===== config.mk =====
export PLATFORM = sky130hd
export DESIGN_NAME = stepper_wave_drive_sequencer
export DESIGN_NICKNAME = d
export VERILOG_FILES = /design/src/sv/swds_pkg.sv /design/src/sv/swds_in_stage.sv /design/src/sv/swds_core.sv /design/src/sv/swds_out_stage.sv /design/src/sv/stepper_wave_drive_sequencer.sv
export SDC_FILE = /design/constraint.sdc
export NUM_CORES = 1
export LEC_CHECK = 0
export BUFFER_PORTS_ARGS = -buffer_cell sky130_fd_sc_hd__buf_2
export CORE_UTILIZATION = 45
export DETAILED_ROUTE_END_ITERATION = 10
export SYNTH_ARGS = -nofsm -noshare
export SYNTH_HDL_FRONTEND = slang
export SYNTH_SLANG_ARGS = --single-unit

===== constraint.sdc =====
create_clock -name clk -period 4.15 [get_ports clk]
set_input_delay 0.415 -clock clk [delete_from_list [all_inputs] [get_ports clk]]
set_output_delay 0.415 -clock clk [all_outputs]
set_load 0.01 [all_outputs]

===== src/sv/swds_pkg.sv =====
// shared types, constants and helpers of the stepper wave drive sequencer
package swds_pkg;

  localparam int unsigned COMPARE_BITS_DEF = 16;
  localparam int unsigned ACC_BITS_DEF     = 32;

  localparam int unsigned ACTION_BITS = 2;
  localparam int unsigned BYTE_BITS   = 8;
  localparam int unsigned COIL_BITS   = 4;
  localparam int unsigned PHASE_BITS  = 2;

  localparam logic [BYTE_BITS-1:0] ENTER_CODE = 8'd13;
  localparam logic [BYTE_BITS-1:0] DIGIT_BASE = 8'h30;

  typedef enum logic [ACTION_BITS-1:0] {
    ACT_BYTE   = 2'd0,
    ACT_TICK   = 2'd1,
    ACT_BUTTON = 2'd2
  } action_t;

  // one input item as held in the input register
  typedef struct packed {
    logic [ACTION_BITS-1:0] action;
    logic [BYTE_BITS-1:0]   byte_value;
  } item_t;

  // step produced by the update logic
  typedef struct packed {
    logic                 hit;
    logic [COIL_BITS-1:0] coil_pattern;
    logic                 moving_forward;
  } step_t;

  function automatic logic [COIL_BITS-1:0] coil_of(input logic [PHASE_BITS-1:0] phase);
    logic [COIL_BITS-1:0] coil;
    unique case (phase)
      2'd0:    coil = 4'b1000;
      2'd1:    coil = 4'b0100;
      2'd2:    coil = 4'b0010;
      default: coil = 4'b0001;
    endcase
    return coil;
  endfunction

endpackage


===== src/sv/swds_in_stage.sv =====
// input register: holds one item until the update logic takes it
module swds_in_stage (
  input  logic                            clk,
  input  logic                            rst_n,
  input  logic                            in_valid,
  output logic                            in_ready,
  input  logic [swds_pkg::ACTION_BITS-1:0] in_action,
  input  logic [swds_pkg::BYTE_BITS-1:0]   in_byte_value,
  input  logic                            slot_free,
  output logic                            advance,
  output swds_pkg::item_t                 item
);
  import swds_pkg::*;

  logic  full_r;
  item_t item_r;

  // item moves on when the result slot can take whatever it produces
  assign advance  = full_r && slot_free;
  assign in_ready = !full_r || advance;
  assign item     = item_r;

  always_ff @(posedge clk) begin
    if (!rst_n) begin
      full_r <= 1'b0;
    end else if (in_ready) begin
      full_r <= in_valid;
    end
  end

  always_ff @(posedge clk) begin
    if (in_valid && in_ready) begin
      item_r.action     <= in_action;
      item_r.byte_value <= in_byte_value;
    end
  end

endmodule


===== src/sv/swds_core.sv =====
// sequencer state and the single-pass update for one item
module swds_core #(
  parameter int unsigned COMPARE_BITS = swds_pkg::COMPARE_BITS_DEF,
  parameter int unsigned ACC_BITS     = swds_pkg::ACC_BITS_DEF
) (
  input  logic            clk,
  input  logic            rst_n,
  input  logic            advance,
  input  swds_pkg::item_t item,
  output swds_pkg::step_t step
);
  import swds_pkg::*;

  localparam int unsigned WIDE_BITS = (ACC_BITS > COMPARE_BITS) ? ACC_BITS : COMPARE_BITS;

  logic [ACC_BITS-1:0]     acc_r, acc_nxt;
  logic [COMPARE_BITS-1:0] compare_r, compare_nxt;
  logic [COMPARE_BITS-1:0] tick_r, tick_nxt;
  logic                    running_r, running_nxt;
  logic [PHASE_BITS-1:0]   phase_r, phase_nxt;
  logic                    reverse_r, reverse_nxt;
  logic [WIDE_BITS-1:0]    acc_less_one;

  // acc-1 taken at the wider width so a short accumulator still wraps to all ones
  assign acc_less_one = WIDE_BITS'(acc_r) - WIDE_BITS'(1);

  always_comb begin
    acc_nxt     = acc_r;
    compare_nxt = compare_r;
    tick_nxt    = tick_r;
    running_nxt = running_r;
    phase_nxt   = phase_r;
    reverse_nxt = reverse_r;
    step        = '0;
    step.coil_pattern   = coil_of(phase_r);
    step.moving_forward = !reverse_r;
    unique case (item.action)
      ACT_BYTE: begin
        if (item.byte_value != ENTER_CODE) begin
          // acc*10 as two shifts, non-digits fold in the same way
          acc_nxt = (acc_r << 3) + (acc_r << 1) + ACC_BITS'(item.byte_value)
                    - ACC_BITS'(DIGIT_BASE);
        end else begin
          compare_nxt = acc_less_one[COMPARE_BITS-1:0];
          tick_nxt    = '0;
          running_nxt = 1'b1;
          acc_nxt     = '0;
        end
      end
      ACT_TICK: begin
        if (running_r) begin
          if (tick_r != compare_r) begin
            tick_nxt = tick_r + COMPARE_BITS'(1);
          end else begin
            tick_nxt  = '0;
            step.hit  = 1'b1;
            phase_nxt = reverse_r ? phase_r - PHASE_BITS'(1) : phase_r + PHASE_BITS'(1);
          end
        end
      end
      ACT_BUTTON: reverse_nxt = !reverse_r;
      default: ;
    endcase
  end

  always_ff @(posedge clk) begin
    if (!rst_n) begin
      acc_r     <= '0;
      compare_r <= '0;
      tick_r    <= '0;
      running_r <= 1'b0;
      phase_r   <= '0;
      reverse_r <= 1'b0;
    end else if (advance) begin
      acc_r     <= acc_nxt;
      compare_r <= compare_nxt;
      tick_r    <= tick_nxt;
      running_r <= running_nxt;
      phase_r   <= phase_nxt;
      reverse_r <= reverse_nxt;
    end
  end

endmodule


===== src/sv/swds_out_stage.sv =====
// result register toward the receiver
module swds_out_stage (
  input  logic                           clk,
  input  logic                           rst_n,
  input  logic                           advance,
  input  swds_pkg::step_t                step,
  output logic                           slot_free,
  output logic                           out_valid,
  input  logic                           out_ready,
  output logic [swds_pkg::COIL_BITS-1:0] out_coil_pattern,
  output logic                           out_moving_forward
);
  import swds_pkg::*;

  logic                 valid_r;
  logic [COIL_BITS-1:0] coil_r;
  logic                 fwd_r;

  assign slot_free          = !valid_r || out_ready;
  assign out_valid          = valid_r;
  assign out_coil_pattern   = coil_r;
  assign out_moving_forward = fwd_r;

  always_ff @(posedge clk) begin
    if (!rst_n) begin
      valid_r <= 1'b0;
    end else if (advance) begin
      valid_r <= step.hit;
    end else if (out_ready) begin
      valid_r <= 1'b0;
    end
  end

  always_ff @(posedge clk) begin
    if (advance && step.hit) begin
      coil_r <= step.coil_pattern;
      fwd_r  <= step.moving_forward;
    end
  end

endmodule


===== src/sv/stepper_wave_drive_sequencer.sv =====
// stepper wave drive sequencer: top level
//
// input channel (in_valid/in_ready) carries events: action 0 is a received
//   serial byte in in_byte_value, action 1 a one millisecond tick, action 2
//   a direction button press; action 3 is ignored
// digits fold into a decimal accumulator, carriage return loads the step
//   period (accumulator minus one), restarts the tick counter and clears
//   the accumulator
// output channel (out_valid/out_ready) carries one coil step every
//   period+1 ticks: a one-hot coil pattern and the direction it moved in
// path: an item is registered on entry, updated in one pass and its step,
//   if any, is written to the result register when the item advances
// throughput: one item per cycle unless a step is stalled, set by the
//   single update pass between the input register and the result register
// stall: while a step waits in the result register and out_ready is low,
//   the input register holds its item and in_ready drops once it is full;
//   items that give no step still wait behind it to keep order
// reset: synchronous active-low rst_n empties both registers, clears the timer
//   (stopped), accumulator, period, phase and direction (forward)
module stepper_wave_drive_sequencer #(
  parameter int unsigned COMPARE_BITS = swds_pkg::COMPARE_BITS_DEF,
  parameter int unsigned ACC_BITS     = swds_pkg::ACC_BITS_DEF
) (
  input  logic                             clk,
  input  logic                             rst_n,
  input  logic                             in_valid,
  output logic                             in_ready,
  input  logic [swds_pkg::ACTION_BITS-1:0] in_action,
  input  logic [swds_pkg::BYTE_BITS-1:0]   in_byte_value,
  output logic                             out_valid,
  input  logic                             out_ready,
  output logic [swds_pkg::COIL_BITS-1:0]   out_coil_pattern,
  output logic                             out_moving_forward
);
  import swds_pkg::*;

  logic  advance;
  logic  slot_free;
  item_t item;
  step_t step;

  // input register
  swds_in_stage u_in (
    .clk           (clk),
    .rst_n         (rst_n),
    .in_valid      (in_valid),
    .in_ready      (in_ready),
    .in_action     (in_action),
    .in_byte_value (in_byte_value),
    .slot_free     (slot_free),
    .advance       (advance),
    .item          (item)
  );

  // state and update pass
  swds_core #(
    .COMPARE_BITS (COMPARE_BITS),
    .ACC_BITS     (ACC_BITS)
  ) u_core (
    .clk     (clk),
    .rst_n   (rst_n),
    .advance (advance),
    .item    (item),
    .step    (step)
  );

  // result register
  swds_out_stage u_out (
    .clk                (clk),
    .rst_n              (rst_n),
    .advance            (advance),
    .step               (step),
    .slot_free          (slot_free),
    .out_valid          (out_valid),
    .out_ready          (out_ready),
    .out_coil_pattern   (out_coil_pattern),
    .out_moving_forward (out_moving_forward)
  );

`ifndef SYNTH
  // a step always drives exactly one coil
  a_coil_onehot: assert property (@(posedge clk) disable iff (!rst_n)
    out_valid |-> $onehot(out_coil_pattern))
    else $error("coil pattern not one-hot");

  // input back-pressure only comes from a stalled result
  a_stall_cause: assert property (@(posedge clk) disable iff (!rst_n)
    !in_ready |-> (out_valid && !out_ready))
    else $error("input stalled without a waiting result");

  // reset leaves no result pending
  a_reset_empty: assert property (@(posedge clk)
    !rst_n |=> !out_valid)
    else $error("result valid right after reset");
`endif

endmodule

==> results.yml, run 1 <==
clock_network:
  clkLatencyLatePin_ps: 350
  cts_setup_buffers: 0
  path_clk_slew_ps: 80
  cts_buffers: 9
  cts_tree: "yes"
  post_cts_resized: 0
  cts_root_buf: "clkbuf_8"
  cts_sinks: 69
  ctsHoldBuffers: 0
  clock_path_buffers: 2
  ctsHtreeMaxLevel: 3
timing:
  finalCriticalPeriod_ps: 3350
  rsz0062_at_grt: "no"
  setup-violations-final: 0
  worst_pin_slew_ps: 1140
  relSlewSlack_pct: 22.8
  finalCritPeriodShare_pct: 80.7
  fin_tns_setup_ps: 0
  slew_viol_final: 0
  skew_ps: 7.90
  max_freq_mhz: 299
  finalHoldViolations: 0
grt:
  grt-ovfl-total: 0
  grt_max_degree: 46
  track_usage_pct: 20.5
  grt_pass1_wl_um: 16100
  grt_pass1_vias: 3387
  antenna_found_initial: 0
pwr:
  p_int_mw: 1.31
  switching_share_pct: 27.1
  leakage_nw: 1.97
  ir_worst_vdd_v: 0.000217
  clkPwrFrac_pct: 39.8
  share_seq_of_total_power_pct: 39.9
  pwr-share-comb_pct: 20.3
  p_sw_uw: 488
  power-per-cell-area_nw_per_um2: 377
final_layout:
  nets: 557
  final_area_um2: 4780
  syn2layout_area_growth_pct: 10.9
  antennaDiodeCount: 0
  drive_gt1_share_pct: 9.76
  n_fill_cell: 875
logic_synthesis:
  yosys.area.top_type: "dfxtp_1"
  syn_area_per_cell_um2: 8.96
  ys_seq_elements: 69
  synth_top_area_share_pct: 25.1
  synth-seq-area-share_pct: 35.6
  synth.distinct_cells: 54
  yosys_warnings: 0
  synth_edf_count: 15
  ys_async_sr_fraction_pct: 0
  synth_area_um2: 4310
  syn_inst: 481
  synth.top_cells.by_area: "dfxtp_1 25%, ha_1 12%, edfxtp_1 10%"
  synth_top_flop_cell: "dfxtp_1"
  synth_nets: 541
worst_hold_path:
  hold_path_class: "input port to flop"
route:
  detail-route-antenna-nets: 0
  wl_per_cell_um: 14.8
  drt_first_iter_violations: 181
  drc: 0
  dr_total_vias: 3485
  routed_wl_um: 9310
  firstDrtPassIters: 4
  via_per_inst: 5.52
place:
  place_congestion: 0.881
  postPlaceCellArea_um2: 4510
  port_buffers: 20
  place_hpwl_um: 7010
floorplanning:
  num_io_pins: 21
  dieArea_um2: 9970
  initial_core_util_pct: 46.6
  die_w_um: 99.8
  fp.dieH_um: 99.8
  floorplan.core_area_um2: 9240
  fp-row-count: 35
worst_setup_path:
  cp-end-kind: "flop"
  worst_setup_path_start_kind: "flop"
  reg2reg_slack_ps: 800
  crit_path_max_fanout: 5
  path_class: "flop to flop"
  worstPathRequired_ps: 4380
  critPathArrivalTime_ps: 3580
flow_run:
  cap_viol_max_count: 0
run_status:
  status: "complete, no violations"
==> flip-flops by register name (all words and copies together) (netlist names) <==
register	cells
u_core.acc_r	16
u_core.compare_r	16
u_core.phase_r	2
u_core.reverse_r	1
u_core.running_r	1
u_core.tick_r	16
u_in.full_r	1
u_in.item	10
u_out.out_coil_pattern	4
u_out.out_moving_forward	1
u_out.out_valid	1
==> layout make-up <==
type	instances	area, um^2	area share [%]
well taps	129	161	3.38
repair buffers	23	123	2.57
inverters	49	184	3.85
clock buffers	9	124	2.59
multi-input cells	345	2510	52.7
flip-flops and latches	69	1530	32.1
clock inverters	7	138	2.88
==> stage by stage <==
stage / instances / setup WS, ps / total power [mW] / util [%] / hold slack, ps
final: 631 / 800 / 1.80 / 51.7 / 243
after global placement: 615 / 1030 / 1.09 / 48.9 / 479
after detailed placement: 615 / 915 / 1.10 / 48.9 / 479
after CTS: 631 / 848 / 1.81 / 51.7 / 230
after global routing: 631 / 555 / 1.89 / 51.7 / 229
after floorplan: 481 / 1160 / 1.02 / - / 458
==> cells by family (layout without fill, tap and decap cells) <==
group / after synthesis / in the layout / share of synthesized area [%]
AOI/OAI and AO/OA: 93 / 93 / 15.0
muxes: 1 / 1 / 0.232
DFF: 69 / 69 / 35.6
adders and majority gates: 46 / 46 / 14.4
and+or+nand+nor: 162 / 162 / 20.0
buffers and inverters: 67 / 88 / 6.07
xor gates and xnor gates: 43 / 43 / 8.74
==> cells in the mapped netlist (6+ instances only) <==
| cell | number |
|---|---|
| buf_2 | 8 |
| inv_1 | 48 |
| ha_1 | 40 |
| a21o_1 | 7 |
| nor2_1 | 34 |
| and3_1 | 7 |
| clkbuf_1 | 10 |
| or3_1 | 6 |
| dfxtp_1 | 54 |
| nand2_1 | 24 |
| o21a_1 | 6 |
| a21oi_1 | 21 |
| fa_1 | 6 |
| nor3_1 | 23 |
| edfxtp_1 | 15 |
| xnor2_1 | 17 |
| xor2_1 | 26 |
| nand3_1 | 15 |
| a211oi_1 | 21 |
| o21ai_0 | 13 |
| nand4_1 | 14 |
==> critical path, stage by stage (launching register included) <==
cell	delay, ps
dfxtp_1	400
inv_1	130
fa_1	520
inv_1	60
ha_1	290
ha_1	180
inv_1	60
fa_1	380
nand2b_1	200
a211oi_1	490
nor2_1	140
o2111ai_1	250
o211ai_1	120
==> path summary, 6_finish.rpt <==
kind / start / end / depth (start not counted)
min reg2reg: u_core.acc_r[9] / u_core.acc_r[9] / 2
max reg2reg: u_core.acc_r[0] / u_core.acc_r[15] / 12
min: in_action[1] / u_in.item[9] / 1
max: u_core.acc_r[0] / u_core.acc_r[15] / 12
==> layer usage <==
layer / vias up / part of all wire [%] / GRT usage (%) / wire length (um)
li1: 1750 / - / - / -
met1: 1645 / 47 / 26.9 / 4340
met2: 71 / 47 / 33.6 / 4400
met3: 19 / 3.5 / 2.92 / 330
met4: 0 / 2.5 / 9.28 / 233
met5: - / 0 / 0 / 0
==> cells in the final DEF (no fill, tap or decap), types with 3 or more instances in the layout <==
cell | Yosys | layout
nand2_1 | 24 | 24
nand3_1 | 15 | 15
a21o_1 | 7 | 7
a31o_2 | 3 | 3
inv_1 | 48 | 48
nor2b_1 | 5 | 5
nor4_1 | 5 | 5
and4_1 | 3 | 3
buf_4 | 0 | 3
xnor2_1 | 17 | 17
nand2b_1 | 5 | 5
buf_2 | 8 | 20
or3_1 | 6 | 6
a21oi_1 | 21 | 21
edfxtp_1 | 15 | 15
nor3_1 | 23 | 23
bufinv_16 | 0 | 4
nand4_1 | 14 | 14
o21ai_0 | 13 | 13
ha_1 | 40 | 40
xor2_1 | 26 | 26
dfxtp_1 | 54 | 54
or4_1 | 4 | 4
o211ai_1 | 4 | 4
o21a_1 | 6 | 6
nor2_1 | 34 | 34
and3_1 | 7 | 7
fa_1 | 6 | 6
clkbuf_8 | 0 | 9
and2_1 | 5 | 5
nand3b_1 | 3 | 3
a211oi_1 | 21 | 21
==> power by group through the flow <==
stage | Sequential, mW | Combinational, mW | Clock, mW
after global routing | 0.721 | 0.420 | 0.752
after CTS | 0.718 | 0.367 | 0.728
final | 0.719 | 0.365 | 0.716
after floorplan | 0.728 | 0.288 | 0
after global placement | 0.734 | 0.357 | 0
after detailed placement | 0.734 | 0.363 | 0
No activity file was read; power rests on OpenSTA's default activity.
==> inputs of run 2 (changes only) <==
==> constraint.sdc (replaced) <==
create_clock -name clk -period 2.9 [get_ports clk]
set_input_delay 0.29 -clock clk [delete_from_list [all_inputs] [get_ports clk]]
set_output_delay 0.29 -clock clk [all_outputs]
set_load 0.01 [all_outputs]
==> run 2 against run 1 <==
Compared with the run above: flip-flop and latch count unchanged; sequential share of layout area decreased by 1.7 points; hold slack got worse by 120 ps; die area unchanged; register-to-register slack got worse by 760 ps; count of clock-buffer cells in the layout unchanged; non-clock buffer count increased by 26; clock power increased by 22%; first-iteration DRC count increased by 6.1%; total power increased by 39%; cell count increased by 4.1%; critical path depth decreased by 1.
==> results.yml, run 2 (synthesis results as in run 1) <==
clock_network:
  clkLatencyLatePin_ps: 350
  cts_root_buf: "clkbuf_8"
  clock_path_buffers: 2
  cts_tree: "yes"
  cts_sinks: 69
  ctsHtreeMaxLevel: 3
  cts_buffers: 9
  path_clk_slew_ps: 80
route:
  top_layer_used: "met4"
  detail-route-antenna-nets: 0
  routed_wl_um: 9640
  drt_first_iter_violations: 192
  met2_length_um: 4710
  wl_met1_um: 4580
  wl_per_cell_um: 14.7
  via_per_inst: 5.37
  dr_total_vias: 3529
  wl_met3_um: 194
  firstDrtPassIters: 4
  drc: 0
pwr:
  switching_share_pct: 29.7
  power-per-cell-area_nw_per_um2: 496
  power_mw: 2.50
  leakage_nw: 2.09
  ir_worst_vdd_v: 0.000263
  p_sw_uw: 744
  p_int_mw: 1.76
  share_seq_of_total_power_pct: 40.9
  pwr-share-comb_pct: 24.1
  clkPwrFrac_pct: 34.9
grt:
  grt_pass1_vias: 3361
  grt_pass1_wl_um: 16200
  track_usage_pct: 20.7
  grt_max_degree: 46
  grt-ovfl-total: 0
  antenna_found_initial: 0
floorplanning:
  num_io_pins: 21
  initial_core_util_pct: 46.6
  dieArea_um2: 9970
  fp.dieH_um: 99.8
  floorplan.core_area_um2: 9240
  die_w_um: 99.8
  fp-row-count: 35
worst_setup_path:
  worstPathRequired_ps: 3140
  crit_path_max_fanout: 4
  slowest_delay_ps: 470
  cp-end-kind: "flop"
  worstPathCellList: "inv_2 -> fa_1 -> inv_2 -> fa_2 -> ha_4 -> a211oi_2 -> buf_4 -> o211a_4 -> nor3_1 -> or3_1 -> a31o_2"
  worst_setup_path_start_kind: "flop"
  critPathArrivalTime_ps: 3100
  cpMaxStageDelayCell: "fa_2"
  crit_top_cell: "inv_2"
  path_class: "flop to flop"
final_layout:
  reg_top3: "u_core.acc_r x16, u_core.compare_r x16, u_core.tick_r x16"
  final_area_um2: 5050
  nets: 583
  drive_gt1_share_pct: 18.9
  mostFrequentLayoutCells: "51 x dfxtp_1, 42 x inv_1, 36 x ha_1"
  final_common_cell: "dfxtp_1"
  antennaDiodeCount: 0
  fin_util_pct: 54.7
  syn2layout_area_growth_pct: 17.3
  final_cells: 657
flow_run:
  cap_viol_max_count: 0
timing:
  rsz0062_at_grt: "yes"
  slew_viol_final: 0
  relSlewSlack_pct: 45.2
  worst_pin_slew_ps: 820
  finalCriticalPeriod_ps: 2860
  skew_ps: 10.4
  finalHoldViolations: 0
  finalCritPeriodShare_pct: 98.5
  whs_ps: 120
  max_freq_mhz: 350
  layout_setup_ws_ps: 43.9
  fin_tns_setup_ps: 0
  setup-violations-final: 0
run_status:
  status: "complete, no violations"
place:
  place_ws_ps: -101
  place_hpwl_um: 7110
  postPlaceCellArea_um2: 4680
  placedCellCount: 635
  port_buffers: 20
  place_congestion: 0.868
worst_hold_path:
  hold_path_class: "input port to flop"
-- run 2: what timing repair did --
| item | 4_1_cts | 5_1_grt |
|---|---|---|
| hold buffers | 0 | 0 |
| resized for setup | 11 | 16 |
| cloned | 0 | 0 |
| buffers inserted | 3 | 3 |
| pin swaps | 8 | 6 |
| setup endpoints to repair | 6 | 7 |
-- run 2: power groups by stage --
stage | sequential, mW | combinational, mW | clock, mW
4_1_cts | 1.02 | 0.568 | 0.893
2_1_floorplan | 1.04 | 0.417 | 0
6_report | 1.02 | 0.604 | 0.875
5_1_grt | 1.03 | 0.676 | 0.941
3_5_place_dp | 1.05 | 0.546 | 0
3_3_place_gp | 1.05 | 0.536 | 0
-- run 2: critical path: cells and delay by family (launching register included) --
family	cells	cell delay [ps]
compound gates	3	600
fa+ha+maj	3	1090
buf+inv	3	280
flops	1	390
simple gates	2	410
-- run 2: path summary, 6_finish.rpt --
kind,cells past startpoint,end,startpoint,slack [ps]
worst max-delay path,11,u_core.acc_r[14],u_in.item[3],40
worst min-delay path,1,u_in.item[7],in_byte_value[7],120
worst max register to register,11,u_core.acc_r[14],u_in.item[3],40
worst min register to register,2,u_core.acc_r[3],u_core.acc_r[3],490
-- run 2: metal layers --
layer	vias to the layer above	global-route usage, %
met2	45	33.9
li1	1809	-
met1	1660	27.8
met5	-	0
met3	15	2.86
met4	0	7.81
-- run 2: area by class of cell --
type	instances	area [um^2]
fillers	859	4190
clock buffers	9	124
inverters	49	184
flip-flops and latches	69	1540
clock inverters	7	98.8
multi-input cells	345	2630
well taps	129	161
repair buffers	49	318
